## src/hw/rtl/abwds_pkg.sv

```systemverilog
// Shared types, codes and reset constants of the antenna burn-wire deployment sequencer.
package abwds_pkg;

    localparam int APB_ADDR_W   = 4;
    localparam int APB_DATA_W   = 32;
    localparam int SETTLE_STEPS = 6;

    localparam logic [1:0] KIND_TICK  = 2'd0;
    localparam logic [1:0] KIND_START = 2'd1;
    localparam logic [1:0] KIND_CLEAR = 2'd2;

    localparam logic [1:0] REG_BURN_HALF = 2'd0;
    localparam logic [1:0] REG_REST      = 2'd1;
    localparam logic [1:0] REG_RECHECK   = 2'd2;
    localparam logic [1:0] REG_TRY_LIMIT = 2'd3;

    localparam logic [15:0] BURN_HALF_RST = 16'd45311;
    localparam logic [15:0] REST_RST      = 16'd5000;
    localparam logic [15:0] RECHECK_RST   = 16'd2000;
    localparam logic [3:0]  TRY_LIMIT_RST = 4'd10;
    localparam logic [15:0] RECHECK_LIMIT = 16'd10000;

    typedef enum logic [2:0] {
        PH_IDLE    = 3'd0,
        PH_BURN1   = 3'd1,
        PH_REST1   = 3'd2,
        PH_BURN2   = 3'd3,
        PH_REST2   = 3'd4,
        PH_RECHECK = 3'd5
    } phase_t;

    typedef struct packed {
        logic [15:0] burn_half;
        logic [15:0] rest;
        logic [15:0] recheck;
        logic [3:0]  try_limit;
    } cfg_t;

    typedef struct packed {
        logic       ant_common_en;
        logic       ant_one_en;
        logic       ant_two_en;
        logic       busy;
        logic       finished;
        logic       deployed;
        logic [4:0] tries_recorded;
    } status_t;

endpackage

```

## src/hw/rtl/abwds_regs.sv

```systemverilog
// APB configuration registers of the deployment sequencer.
module abwds_regs
    import abwds_pkg::*;
(
    input  logic                  clk,
    input  logic                  rst_n,
    input  logic                  psel,
    input  logic                  penable,
    input  logic                  pwrite,
    input  logic [APB_ADDR_W-1:0] paddr,
    input  logic [APB_DATA_W-1:0] pwdata,
    output logic [APB_DATA_W-1:0] prdata,
    output logic                  pready,
    output cfg_t                  cfg
);

    cfg_t       cfg_reg;
    cfg_t       cfg_next;
    logic [1:0] reg_idx;
    logic       wr_en;

    assign pready  = 1'b1;
    assign reg_idx = paddr[3:2];
    assign wr_en   = psel && penable && pwrite && pready;
    assign cfg     = cfg_reg;

    always_comb
    begin
        cfg_next = cfg_reg;
        if (wr_en)
        begin
            unique case (reg_idx)
                REG_BURN_HALF: cfg_next.burn_half = pwdata[15:0];
                REG_REST:      cfg_next.rest      = pwdata[15:0];
                REG_RECHECK:   cfg_next.recheck   = pwdata[15:0];
                REG_TRY_LIMIT: cfg_next.try_limit = pwdata[3:0];
                default:       cfg_next = cfg_reg;
            endcase
        end
    end

    always_comb
    begin
        unique case (reg_idx)
            REG_BURN_HALF: prdata = APB_DATA_W'(cfg_reg.burn_half);
            REG_REST:      prdata = APB_DATA_W'(cfg_reg.rest);
            REG_RECHECK:   prdata = APB_DATA_W'(cfg_reg.recheck);
            REG_TRY_LIMIT: prdata = APB_DATA_W'(cfg_reg.try_limit);
            default:       prdata = '0;
        endcase
    end

    always_ff @(posedge clk or negedge rst_n)
    begin
        if (!rst_n)
        begin
            cfg_reg.burn_half <= BURN_HALF_RST;
            cfg_reg.rest      <= REST_RST;
            cfg_reg.recheck   <= RECHECK_RST;
            cfg_reg.try_limit <= TRY_LIMIT_RST;
        end
        else
        begin
            cfg_reg <= cfg_next;
        end
    end

endmodule

```

## src/hw/rtl/abwds_seq.sv

```systemverilog
// Phase sequencer: phase timer, try counter and deployment record.
module abwds_seq
    import abwds_pkg::*;
#(
    parameter int TIMER_BITS = 17
)
(
    input  logic       clk,
    input  logic       rst_n,
    input  logic       step,
    input  logic [1:0] kind,
    input  logic       check_level,
    input  cfg_t       cfg,
    output status_t    status
);

    typedef struct packed {
        phase_t     phase;
        logic [4:0] try_count;
        logic       deployed;
        logic [4:0] tries_rec;
        logic       finished;
        logic       moved;
    } walk_t;

    phase_t                phase_reg;
    phase_t                phase_next;
    logic [TIMER_BITS-1:0] timer_reg;
    logic [TIMER_BITS-1:0] timer_next;
    logic [4:0]            try_reg;
    logic [4:0]            try_next;
    logic                  deployed_reg;
    logic                  deployed_next;
    logic [4:0]            tries_rec_reg;
    logic [4:0]            tries_rec_next;
    logic                  finished_reg;
    logic                  finished_next;

    logic [TIMER_BITS-1:0] dur_burn;
    logic [TIMER_BITS-1:0] dur_rest;
    logic [TIMER_BITS-1:0] dur_recheck;
    logic [TIMER_BITS-1:0] timer_dec;
    logic                  zero_burn;
    logic                  zero_rest;
    logic                  zero_recheck;
    logic [3:0]            eff_max;
    logic                  settle_en;
    logic                  zero_now;
    walk_t                 w;

    function automatic walk_t end_phase(walk_t cur, logic level, logic fail_all,
                                        logic [3:0] max_eff);
        walk_t r;
        logic  fail;
        r       = cur;
        fail    = 1'b0;
        r.moved = 1'b1;
        case (cur.phase)
            PH_BURN1: r.phase = PH_REST1;
            PH_REST1: r.phase = PH_BURN2;
            PH_BURN2: r.phase = PH_REST2;
            PH_REST2:
            begin
                if (!level)
                    r.phase = PH_RECHECK;
                else
                    fail = 1'b1;
            end
            PH_RECHECK:
            begin
                if (!level)
                begin
                    r.deployed  = 1'b1;
                    r.tries_rec = cur.try_count;
                    r.finished  = 1'b1;
                    r.try_count = '0;
                    r.phase     = PH_IDLE;
                end
                else
                begin
                    fail = 1'b1;
                end
            end
            default: r.phase = PH_IDLE;
        endcase
        if (fail)
        begin
            // a try with zero burn and rest phases and a high pin fails every remaining try at once
            if ((cur.try_count >= {1'b0, max_eff}) || fail_all)
            begin
                r.deployed  = 1'b0;
                r.tries_rec = {1'b0, max_eff} + 5'd1;
                r.finished  = 1'b1;
                r.try_count = '0;
                r.phase     = PH_IDLE;
            end
            else
            begin
                r.try_count = cur.try_count + 5'd1;
                r.phase     = PH_BURN1;
            end
        end
        return r;
    endfunction

    assign dur_burn     = TIMER_BITS'({cfg.burn_half, 1'b0});
    assign dur_rest     = TIMER_BITS'(cfg.rest);
    assign dur_recheck  = TIMER_BITS'((cfg.recheck > RECHECK_LIMIT) ? RECHECK_LIMIT
                                                                     : cfg.recheck);
    assign zero_burn    = (cfg.burn_half == '0);
    assign zero_rest    = (cfg.rest == '0);
    assign zero_recheck = (cfg.recheck == '0);
    assign eff_max      = (cfg.try_limit == '0) ? 4'd1 : cfg.try_limit;
    assign timer_dec    = (timer_reg == '0) ? timer_reg : timer_reg - TIMER_BITS'(1);

    always_comb
    begin
        w.phase     = phase_reg;
        w.try_count = try_reg;
        w.deployed  = deployed_reg;
        w.tries_rec = tries_rec_reg;
        w.finished  = finished_reg;
        w.moved     = 1'b0;
        settle_en   = 1'b0;
        zero_now    = 1'b0;

        unique case (kind)
            KIND_TICK:
            begin
                settle_en = (phase_reg != PH_IDLE);
            end
            KIND_START:
            begin
                if (phase_reg == PH_IDLE)
                begin
                    w.try_count = 5'd1;
                    w.phase     = PH_BURN1;
                    w.moved     = 1'b1;
                    settle_en   = 1'b1;
                end
            end
            KIND_CLEAR:
            begin
                w.deployed  = 1'b0;
                w.tries_rec = '0;
                w.finished  = 1'b0;
            end
            default:
            begin
                settle_en = 1'b0;
            end
        endcase

        for (int i = 0; i < SETTLE_STEPS; i++)
        begin
            if (!w.moved)
                zero_now = (timer_dec == '0);
            else if ((w.phase == PH_BURN1) || (w.phase == PH_BURN2))
                zero_now = zero_burn;
            else if ((w.phase == PH_REST1) || (w.phase == PH_REST2))
                zero_now = zero_rest;
            else
                zero_now = zero_recheck;
            if (settle_en && (w.phase != PH_IDLE) && zero_now)
                w = end_phase(w, check_level, zero_burn && zero_rest && check_level,
                              eff_max);
        end

        if (w.moved)
        begin
            case (w.phase)
                PH_BURN1, PH_BURN2: timer_next = dur_burn;
                PH_REST1, PH_REST2: timer_next = dur_rest;
                PH_RECHECK:         timer_next = dur_recheck;
                default:            timer_next = '0;
            endcase
        end
        else if (settle_en)
        begin
            timer_next = timer_dec;
        end
        else
        begin
            timer_next = timer_reg;
        end

        phase_next     = w.phase;
        try_next       = w.try_count;
        deployed_next  = w.deployed;
        tries_rec_next = w.tries_rec;
        finished_next  = w.finished;
    end

    always_ff @(posedge clk or negedge rst_n)
    begin
        if (!rst_n)
        begin
            phase_reg     <= PH_IDLE;
            timer_reg     <= '0;
            try_reg       <= '0;
            deployed_reg  <= 1'b0;
            tries_rec_reg <= '0;
            finished_reg  <= 1'b0;
        end
        else if (step)
        begin
            phase_reg     <= phase_next;
            timer_reg     <= timer_next;
            try_reg       <= try_next;
            deployed_reg  <= deployed_next;
            tries_rec_reg <= tries_rec_next;
            finished_reg  <= finished_next;
        end
    end

    assign status.ant_common_en  = (phase_reg == PH_BURN1) || (phase_reg == PH_BURN2);
    assign status.ant_one_en     = (phase_reg == PH_BURN1);
    assign status.ant_two_en     = (phase_reg == PH_BURN2);
    assign status.busy           = (phase_reg != PH_IDLE);
    assign status.finished       = finished_reg;
    assign status.deployed       = deployed_reg;
    assign status.tries_recorded = tries_rec_reg;

endmodule

```

## src/hw/rtl/antenna_burn_wire_deploy_sequencer_core.sv

```systemverilog
// Top level of the burn-wire antenna deployment sequencer.
// Each transfer on the input channel (a millisecond tick, a start or a clear) produces
// one result transfer carrying the burn switch drives and the deployment record as they
// stand after that item. An item is taken into the input register, and the state and
// result registers take it up once the result register is free, so its result is
// offered from those registers after the input register; the block takes one transfer
// every cycle while the result is not stalled, and the whole phase walk (zero-length
// phases fall through within the same item) is one combinational pass. A stalled
// result holds while one further item waits in the input register.
// Configuration goes through the APB port at byte offsets 0x0 burn_half_ms, 0x4 rest_ms,
// 0x8 recheck_ms and 0xC try limit; a new duration applies when its phase is next entered.
module antenna_burn_wire_deploy_sequencer_core
    import abwds_pkg::*;
#(
    parameter int TIMER_BITS = 17
)
(
    input  logic                  clk,
    input  logic                  rst_n,
    input  logic                  in_valid,
    output logic                  in_ready,
    input  logic [1:0]            kind,
    input  logic                  check_level,
    output logic                  out_valid,
    input  logic                  out_ready,
    output logic                  ant_common_en,
    output logic                  ant_one_en,
    output logic                  ant_two_en,
    output logic                  busy_res,
    output logic                  finished,
    output logic                  deployed,
    output logic [4:0]            tries_recorded,
    input  logic                  psel,
    input  logic                  penable,
    input  logic                  pwrite,
    input  logic [APB_ADDR_W-1:0] paddr,
    input  logic [APB_DATA_W-1:0] pwdata,
    output logic [APB_DATA_W-1:0] prdata,
    output logic                  pready
);

    logic       in_valid_reg;
    logic       in_valid_next;
    logic [1:0] kind_reg;
    logic       level_reg;
    logic       out_valid_reg;
    logic       out_valid_next;
    logic       advance;
    logic       step;
    cfg_t       cfg;
    status_t    status;

    assign advance  = !out_valid_reg || out_ready;
    assign in_ready = !in_valid_reg || advance;
    assign step     = in_valid_reg && advance;

    always_comb
    begin
        in_valid_next  = in_ready ? in_valid : in_valid_reg;
        out_valid_next = advance ? in_valid_reg : out_valid_reg;
    end

    always_ff @(posedge clk or negedge rst_n)
    begin
        if (!rst_n)
        begin
            in_valid_reg  <= 1'b0;
            out_valid_reg <= 1'b0;
        end
        else
        begin
            in_valid_reg  <= in_valid_next;
            out_valid_reg <= out_valid_next;
        end
    end

    always_ff @(posedge clk)
    begin
        if (in_valid && in_ready)
        begin
            kind_reg  <= kind;
            level_reg <= check_level;
        end
    end

    abwds_regs u_regs
    (
        .clk     (clk),
        .rst_n   (rst_n),
        .psel    (psel),
        .penable (penable),
        .pwrite  (pwrite),
        .paddr   (paddr),
        .pwdata  (pwdata),
        .prdata  (prdata),
        .pready  (pready),
        .cfg     (cfg)
    );

    abwds_seq #(
        .TIMER_BITS (TIMER_BITS)
    ) u_seq
    (
        .clk         (clk),
        .rst_n       (rst_n),
        .step        (step),
        .kind        (kind_reg),
        .check_level (level_reg),
        .cfg         (cfg),
        .status      (status)
    );

    assign out_valid      = out_valid_reg;
    assign ant_common_en  = status.ant_common_en;
    assign ant_one_en     = status.ant_one_en;
    assign ant_two_en     = status.ant_two_en;
    assign busy_res       = status.busy;
    assign finished       = status.finished;
    assign deployed       = status.deployed;
    assign tries_recorded = status.tries_recorded;

endmodule

```

## config.mk

```make
export PLATFORM = sky130hd
export DESIGN_NAME = antenna_burn_wire_deploy_sequencer_core
export DESIGN_NICKNAME = d
export VERILOG_FILES = /design/src/hw/rtl/abwds_pkg.sv /design/src/hw/rtl/abwds_regs.sv /design/src/hw/rtl/abwds_seq.sv /design/src/hw/rtl/antenna_burn_wire_deploy_sequencer_core.sv
export SDC_FILE = /design/constraint.sdc
export NUM_CORES = 1
export LEC_CHECK = 0
export BUFFER_PORTS_ARGS = -buffer_cell sky130_fd_sc_hd__clkbuf_2
export CORE_UTILIZATION = 62
export DETAILED_ROUTE_END_ITERATION = 10
export GPL_TIMING_DRIVEN = 0
export MAX_ROUTING_LAYER = met4
export PLACE_DENSITY = 0.83
export SLEW_MARGIN = 0
export SYNTH_ARGS = -nofsm -noshare
export SYNTH_HDL_FRONTEND = slang
export SYNTH_HIERARCHICAL = 1
export SYNTH_SLANG_ARGS = --single-unit
export TNS_END_PERCENT = 10
```

## constraint.sdc

```tcl
create_clock -name clk -period 19.7 [get_ports clk]
set_input_delay 1.97 -clock clk [delete_from_list [all_inputs] [get_ports clk]]
set_output_delay 1.97 -clock clk [all_outputs]
set_load 0.01 [all_outputs]
```

# After elaboration in Yosys (flattened, before gate mapping)
# Cells that the tools add are included.
[totals] word_cells=234 ff_bits=89 inputBits=46
[classes] mux=92 addsub=8 n_reduce_logical=71 n_eq_ne=42 order_cmp=7
[ops] operator="15-bit two-way mux" n=12
[ops] operator="32-bit case mux with 4 select lines" n=1
[ops] operator="16-bit two-way mux" n=7
[ops] operator="3-bit case mux with 5 select lines" n=6
[ops] operator="12-bit two-way mux" n=6
[ops] operator="17-bit two-way mux" n=3
[ops] operator="17-bit case mux with 3 select lines" n=1
[ops] operator="7-bit two-way mux" n=7
[ops] operator="16-bit zero test" n=3
[ops] operator="3-bit by 2-bit == test with 1-bit output, second input constant" n=15
[ops] operator="3-bit == test, second input constant" n=14
[ops] operator="6-bit two-way mux" n=6
[ops] operator="17-bit zero test" n=2
[ops] operator="1-bit two-way mux" n=33
[ops] operator="5-bit by 1-bit adder with 5-bit output, second input constant" n=6
[ops] operator="5-bit by 4-bit greater-or-equal comparator with 1-bit output" n=6
[ops] operator="3-bit by 1-bit == test with 1-bit output, second input constant" n=8
[ops] operator="1-bit logical OR" n=21
[ops] operator="3-bit nonzero test" n=7
[ops] operator="1-bit logical AND" n=18
[ops] operator="3-bit two-way mux" n=6
[ops] operator="17-bit by 1-bit subtractor with 17-bit output, second input constant" n=1
[ops] operator="16-bit by 14-bit greater-than comparator with 1-bit output, second input constant" n=1
[ops] operator="8-bit two-way mux" n=2
[ops] operator="other kinds (12)" n=28

# Longest topological paths before layout
# Gate-level depths: netlist (run 1).
[depth] word_depth=61 ltp_mapped=69 mapped_depth_nobuf=64

# Modules after synthesis
# Netlist (run 1), hierarchy kept.
[modules_own_cells] mod="abwds_seq" cells_each=1041 area_per_inst_um2=7168.1 instances=1 seq_area_each_um2=800.8
[modules_own_cells] mod="abwds_regs" cells_each=181 area_per_inst_um2=2555.0 instances=1 seq_area_each_um2=1331.3
[modules_own_cells] mod="antenna_burn_wire_deploy_sequencer_core" cells_each=11 area_per_inst_um2=193.9 instances=1 seq_area_each_um2=140.1

# Least setup slack after synthesis (run 1)
# Ideal clock, no wire load.
[synth_timing] path_kind="register to register" startpoint="reg u_regs.cfg_reg, in the netlist u_regs/cfg[3]" endpoint="reg u_seq.timer_reg[0]" required_ps=19611 path_buffers=2 path_stages_with_launch=62 slack_ps=6086 setup_ps=89 period_less_slack_ps=13614 arrival_ps=13525 cell_sequence="dfstp_2 -> inv_1 -> a31oi_1 -> inv_1 -> ha_1 -> nand2b_1 -> a21o_1 -> a21o_1 -> a2111oi_1 -> inv_1 -> o21ai_0 -> o31a_1 -> clkbuf_1 -> inv_1 -> ha_1 -> nand2b_1 -> a21o_1 -> a21o_1 -> [... 26 more ...] -> nand2b_1 -> a21o_1 -> a21o_1 -> a211oi_1 -> nor2b_1 -> o21a_1 -> nand2_1 -> o31ai_1 -> ha_1 -> o21ai_0 -> or3b_2 -> a211oi_2 -> nor2b_1 -> or4_4 -> and3_1 -> buf_6 -> o41a_1 -> a22oi_1"
[synth_between] elab_chain_cells=46 word_cells_on_any_way=146
[synth_rtl] item="start: declaration" line="abwds_regs.sv:17" text="cfg_t cfg_reg;"
[synth_rtl] item="start signal: assignment" line="abwds_regs.sv:64" text="cfg_reg <= cfg_next;"
[synth_rtl] item="4-bit zero test" line="abwds_seq.sv:113" text="assign eff_max = (cfg.try_limit == '0) ? 4'd1 : cfg.try_limit;"
[synth_rtl] item="4-bit two-way mux (*)" line="abwds_seq.sv:113"
[synth_rtl] item="parallel branches: the longest is 39 deep, another holds 5-bit by 4-bit greater-or-equal comparator with 1-bit output"
[synth_rtl] item="16-bit two-way mux (*)" line="abwds_seq.sv:164" text="if (settle_en && (w.phase != PH_IDLE) && zero_now)"
[synth_rtl] item="3-bit by 2-bit == test with 1-bit output (tied with other cells)" line="abwds_seq.sv:171" text="case (w.phase)"
[synth_rtl] item="2-bit OR reduction" line="abwds_seq.sv:171"
[synth_rtl] item="17-bit case mux with 3 select lines" line="abwds_seq.sv:171"
[synth_rtl] item="17-bit two-way mux" line="abwds_seq.sv:169" text="if (w.moved)"
[synth_rtl] item="end signal: assignment" line="abwds_seq.sv:208" text="timer_reg <= timer_next;"
[synth_rtl] item="end: declaration" line="abwds_seq.sv:28" text="logic [TIMER_BITS-1:0] timer_reg;"
# Every way passes the cells marked *. The select of a mux whose other input is x is not followed.
# A chain may end at the register's enable or synchronous reset.

# Worst setup path in the final report (run 1)
[layout_timing] startpoint="reg u_regs.cfg_reg, in the netlist u_regs/cfg[3]" endpoint="reg u_seq.timer_reg[13]"
# Same word-level chain as after synthesis.

==> impl_metrics.py, run 1 <==
metrics = {
    "pwr": {
        "power_density_nw_per_um2": 92.7,
        "swShare_pct": 47.4,
        "ir_drop_mv": 0.0718,
        "design_power_total_w": 0.00101,
        "pwr-share-clk_pct": 17.2,
        "switchingPower_w": 0.000477,
        "p_int_w": 0.000530,
        "combPwrFrac_pct": 54.4,
        "sequentialPowerShare_pct": 28.3,
        "p_leak_nw": 4.32,
    },
    "run": {
        "drv_cap": 0,
    },
    "worst_setup_path": {
        "reg2regPathDepth": 60,
        "reg2reg_slack_ns": 2.62,
        "critPathCaptureType": "flop",
        "r2r-start": "u_regs/cfg[3]",
        "crit_top_cell": "a21o_1",
        "crit_type": "flop to flop",
        "rr_endpoint": "u_seq/timer_reg[13]",
        "cpPeakStageDelay_ns": 0.84,
        "start_kind": "flop",
        "cp.required_ns": 19.95,
        "slowest_stage": "a2111oi_2",
        "cp_max_fo": 11,
        "endpoint": "u_seq/timer_reg[13]",
        "worstPathArrival_ns": 17.32,
        "crit_path_start": "u_regs/cfg[3]",
    },
    "layout": {
        "postLayoutCellArea_sq_um": 10900,
        "area_growth_pct": 9.51,
        "largest_reg_flops": 52,
        "num-nets-final": 1401,
        "layout-drive-gt1-share_pct": 19.7,
        "num_antenna_cells": 0,
    },
    "logic_synthesis": {
        "synth_top_family_by_area": "compound AO/OA/AOI/OAI gates",
        "yosys.area_share.simple_pct": 25.6,
        "synth-seq-area-share_pct": 22.9,
        "synth_fa_ha_area_share_pct": 4.79,
        "postSynthAreaPerCell_sq_um": 8.04,
        "synthCells": 1233,
        "synth-edff-count": 3,
        "synth_compound_area_share_pct": 29.5,
        "synth_xor_area_share_pct": 0.618,
        "yosysWarnings": 6,
        "synth-seq-cells": 89,
        "synthMuxAreaShare_pct": 10.4,
        "synth.distinct_cells": 106,
        "synth_flop_cell": "dfrtp_1",
        "synthesis.area_sq_um": 9920,
        "synthArstFlopShare_pct": 96.6,
    },
    "global_routing": {
        "grt_pass1_wl_mm": 55.1,
        "grt_max_degree": 53,
        "antenna_found_initial": 0,
        "grt.overflow.total": 0,
        "grt_pass1_vias": 9903,
        "grt_usage_pct": 44.5,
    },
    "drt": {
        "wire_per_inst_microns": 23.0,
        "num_vias": 11100,
        "drc_errors": 0,
        "dr.pass1.iters": 8,
        "postRouteAntennaNets": 0,
        "drtIter0Drc": 1808,
        "vias_per_cell": 7.22,
        "routed_wirelength_mm": 35.3,
    },
    "placement": {
        "gp_congestion": 0.996,
        "post_dp_cell_area_sq_um": 10600,
        "port_buffers": 56,
        "post-place-ws_ns": 2.74,
        "dpl.hpwl_mm": 26.9,
    },
    "cts": {
        "cts_buffer_depth": 2,
        "htreeDepth": 3,
        "post_cts_buffers": 0,
        "cts_tree": "built",
        "ctsHoldBuffers": 0,
        "cts_resized": 0,
        "ctsRootBufferMaster": "clkbuf_16",
        "cts.reportedPaths.clkPinSlew_ns": 0.07,
        "clk_latency_ns": 0.36,
        "cts_buffers": 9,
        "cts_sinks": 89,
    },
    "sta": {
        "worst_clock_skew_ns": 0.0120,
        "relSlewSlack_pct": 13.7,
        "timing.final.crit_share_pct": 86.7,
        "timing.final.ws_setup_ns": 2.62,
        "hold_viol_final": 0,
        "max_freq_mhz": 58.6,
        "fin_setup_tns_ns": 0,
        "setup_viol": 0,
        "worst_pin_slew_ns": 1.28,
        "rsz0062_at_grt": "false",
        "final-max-slew-violation-count": 0,
        "post-route-min-period_ns": 17.08,
        "hold_slack_ns": 0.542,
    },
    "die": {
        "core_region_area_sq_um": 15400,
        "die-height_microns": 128,
        "ioPinCount": 92,
        "start_util_pct": 64.3,
        "rows": 45,
        "die_width_microns": 128,
        "design.die.area_sq_um": 16500,
    },
    "outcome": {
        "outcome": "completed",
    },
    "worst_hold_path": {
        "hold_path_class": "flop to flop",
    },
}
metal layers:
metal | part of all wire (%) | GRT usage, %
met5 | 0 | -
met3 | 14 | 10.4
met2 | 41 | 61.3
met4 | 3.5 | 15.2
met1 | 42 | 63.1
area by class of cell:
type                    instances  area [sq um]
plain buffers                  76           429
clock buffers                  10           239
clock inverters                 6          55.1
fillers                      1275          4570
inverters                      46           175
multi-input cells            1037          7110
flip-flops and latches         89          2270
well taps                     211           264
repair buffers                 58           318
cells in the mapped netlist, drive strengths merged, types with 20 or more instances:
library cell	n	area, sq um
nand2	109	409
o21ai	93	477
a21oi	84	450
nor2	84	320
mux2	63	747
dfrtp	62	1550
nand3	47	240
inv	46	175
buf	43	305
ha	38	475
nor3	36	216
nand4	35	225
clkbuf	33	124
nor4	30	215
nand2b	28	175
a21o	26	195
a211oi	24	190
and2	24	153
dfstp	24	631
a31oi	20	140
power groups by stage:
stage,clock network [W],registers [W],logic [W]
final,0.000174,0.000285,0.000548
after global routing,0.000182,0.000287,0.000594
after CTS,0.000173,0.000280,0.000526
after detailed placement,0,0.000283,0.000522
after global placement,0,0.000281,0.000512
after floorplan,0,0.000261,0.000395
per-stage QoR:
| step | utilization (%) | cells |
|---|---|---|
| after floorplan | - | 1248 |
| after global placement | 68.2 | 1515 |
| after detailed placement | 68.5 | 1517 |
| after CTS | 70.4 | 1533 |
| after global routing | 70.4 | 1533 |
| final | 70.4 | 1533 |
layout by cell type, fill, tap and decap left out, types with 20 or more instances in the layout:
cell type  count
nand2_1      109
o21ai_0       85
nor2_1        82
a21oi_1       80
dfrtp_1       62
clkbuf_2      55
mux2_2        53
nand3_1       46
inv_1         43
ha_1          38
nand4_1       34
clkbuf_1      33
nor3_1        30
nand2b_1      28
nor4_1        26
a21o_1        26
dfstp_2       24
buf_4         22
a211oi_1      22
and2_1        20
how the worst min path moves through the flow:
| stage | start | to | slack [ns] | depth (start not counted) |
|---|---|---|---|---|
| finish | u_seq/try_reg[4] | u_seq/try_reg[4] | 0.54 | 1 |
| global route | u_seq/try_reg[4] | u_seq/try_reg[4] | 0.56 | 1 |
| CTS | u_seq/try_reg[4] | u_seq/try_reg[4] | 0.54 | 1 |
| detailed placement | u_seq/try_reg[4] | u_seq/try_reg[4] | 0.52 | 1 |
| global placement | u_seq/try_reg[4] | u_seq/try_reg[4] | 0.51 | 1 |
| floorplan | u_seq/try_reg[4] | u_seq/try_reg[4] | 0.48 | 1 |
critical path: cells and delay by family, from the launching register on:
family                   cells  cell delay, ns
AND/OR/NAND/NOR             16            3.82
adder cells (fa/ha/maj)      6            1.86
AO/OA/AOI/OAI               30            9.17
buffers and inverters        8            1.54
flip-flops                   1            0.54
cells by family (layout without fill, tap and decap cells):
kind of cell,after synthesis,count (layout)
AND/OR/NAND/NOR,471,471
AO/OA/AOI/OAI,419,419
XOR/XNOR,7,7
adder cells (fa/ha/maj),38,38
flip-flops,89,89
buffers and inverters,122,196
multiplexers,85,85
other,2,17
Power figures use the tool's default switching activity.
==> inputs of run 2 (changes only) <==
==> constraint.sdc (replaced) <==
create_clock -name clk -period 16.71 [get_ports clk]
set_input_delay 1.671 -clock clk [delete_from_list [all_inputs] [get_ports clk]]
set_output_delay 1.671 -clock clk [all_outputs]
set_load 0.01 [all_outputs]
==> impl_metrics.py, run 2 (same netlist as run 1, synthesis figures left out) <==
metrics = {
    "placement": {
        "post-place-ws_ns": -0.252,
        "port_buffers": 56,
        "gp_congestion": 0.996,
        "dpl.hpwl_mm": 26.9,
    },
    "drt": {
        "routed_wirelength_mm": 35.4,
        "drtIter0Drc": 1835,
        "drc_errors": 0,
        "num_vias": 11100,
        "dr.pass1.iters": 6,
        "wire_per_inst_microns": 23.1,
        "postRouteAntennaNets": 0,
        "vias_per_cell": 7.23,
    },
    "cts": {
        "cts_sinks": 89,
        "clk_latency_ns": 0.36,
        "ctsRootBufferMaster": "clkbuf_16",
        "cts_tree": "built",
        "post_cts_buffers": 0,
        "cts_buffers": 9,
        "htreeDepth": 3,
        "cts_buffer_depth": 2,
        "cts.reportedPaths.clkPinSlew_ns": 0.07,
        "ctsHoldBuffers": 0,
    },
    "sta": {
        "setup_viol": 0,
        "worst_clock_skew_ns": 0.0125,
        "hold_viol_final": 0,
        "post-route-min-period_ns": 15.70,
        "max_freq_mhz": 63.7,
        "worst_pin_slew_ns": 1.26,
        "final-max-slew-violation-count": 0,
        "relSlewSlack_pct": 15.4,
        "timing.final.ws_setup_ns": 1.01,
        "timing.final.crit_share_pct": 93.9,
    },
    "global_routing": {
        "grt_pass1_wl_mm": 55.1,
        "grt_pass1_vias": 9903,
        "grt_max_degree": 53,
        "grt_usage_pct": 44.5,
        "antenna_found_initial": 0,
        "grt.overflow.total": 0,
    },
    "die": {
        "die-height_microns": 128,
        "die_width_microns": 128,
        "rows": 45,
        "ioPinCount": 92,
        "start_util_pct": 64.3,
        "design.die.area_sq_um": 16500,
        "core_region_area_sq_um": 15400,
    },
    "layout": {
        "num_antenna_cells": 0,
        "largest_reg_flops": 52,
        "layout_common_cells": "nand2_1 (109), o21ai_0 (85), nor2_1 (82)",
        "fin_util_pct": 70.7,
        "area_growth_pct": 10.0,
        "mostFrequentLayoutCell": "nand2_1",
        "layout-drive-gt1-share_pct": 20.1,
        "num-nets-final": 1400,
    },
    "pwr": {
        "ir_drop_mv": 0.0841,
        "p_leak_nw": 4.32,
        "power_density_nw_per_um2": 109,
    },
    "worst_setup_path": {
        "cpPeakStageDelay_ns": 0.63,
        "critPathCaptureType": "flop",
        "worstPathArrival_ns": 15.94,
        "start_kind": "flop",
        "rr_endpoint": "u_seq/timer_reg[13]",
        "crit_type": "flop to flop",
        "cp_max_fo": 11,
        "crit_top_cell": "a21o_1",
        "cp.required_ns": 16.95,
        "reg2reg_slack_ns": 1.01,
        "reg2regPathDepth": 61,
        "slowest_stage": "a2111oi_4",
        "r2r-start": "u_regs/cfg[3]",
    },
    "worst_hold_path": {
        "hold_depth": 1,
        "worstHoldStart": "u_seq/try_reg[4]",
        "hold_path_class": "flop to flop",
        "holdPathEnd": "u_seq/try_reg[4]",
    },
    "run": {
        "drv_cap": 0,
    },
    "outcome": {
        "outcome": "completed",
    },
}
[run 2: per-stage QoR]
step	setup TNS, ns	hold WS [ns]	cells	area, sq um	total power [W]
6_report	0	0.548	1532	10900	0.00119
5_1_grt	-0.0524	0.557	1532	10900	0.00126
4_1_cts	0	0.537	1533	10900	0.00116
3_5_place_dp	-2.25	0.523	1517	10600	0.000949
3_3_place_gp	-0.252	0.509	1515	10500	0.000934
2_1_floorplan	0	0.478	1248	9970	0.000773
[run 2: timing repair]
item                       CTS  global route
setup endpoints to repair   12            30
cloned                       0             0
pin swaps                    0             0
resized for setup            1             9
[run 2: final cells by class]
cell class,instances,area (sq um)
Buffer,75,425
Sequential cell,89,2270
Tap cell,211,264
Clock buffer,10,239
Multi-Input combinational cell,1037,7160
Inverter,46,175
Timing Repair Buffer,58,318
Clock inverter,6,55.1
Fill cell,1266,4520
[run 2: worst max-delay path by stage]
| stage | startpoint | to | slack (ns) |
|---|---|---|---|
| 2_1_floorplan | u_regs/cfg[3] | u_seq/timer_reg[0] | 3.10 |
| 3_3_place_gp | u_regs/cfg[3] | u_seq/timer_reg[13] | -0.09 |
| 3_5_place_dp | u_regs/cfg[3] | u_seq/timer_reg[8] | -0.25 |
| 4_1_cts | u_regs/cfg[3] | u_seq/timer_reg[13] | 0.15 |
| 5_1_grt | u_regs/cfg[3] | u_seq/timer_reg[8] | -0.04 |
| 6_report | u_regs/cfg[3] | u_seq/timer_reg[13] | 1.01 |
[run 2: power by group]
part	internal [W]	leakage (nW)	switching, W
registers	0.000271	1.04	0.0000649
logic	0.000246	3.14	0.000403
clock network	0.000108	0.140	0.0000962
total	0.000625	4.32	0.000564
[run 2: critical path: cells and delay by family, from the launching register on]
family | cells | cell delay (ns)
DFF | 1 | 0.54
and+or+nand+nor | 16 | 3.66
AOI/OAI and AO/OA | 31 | 8.16
adders and majority gates | 6 | 1.75
buffers and inverters | 8 | 1.44
[run 2: per-layer routing]
| layer | global-route usage (%) | wire length, microns | up-vias |
|---|---|---|---|
| li1 | - | - | 4896 |
| met1 | 63.1 | 14800 | 5197 |
| met2 | 61.3 | 14600 | 870 |
| met3 | 10.4 | 4790 | 121 |
| met4 | 15.2 | 1180 | 0 |
| met5 | - | 0 | - |
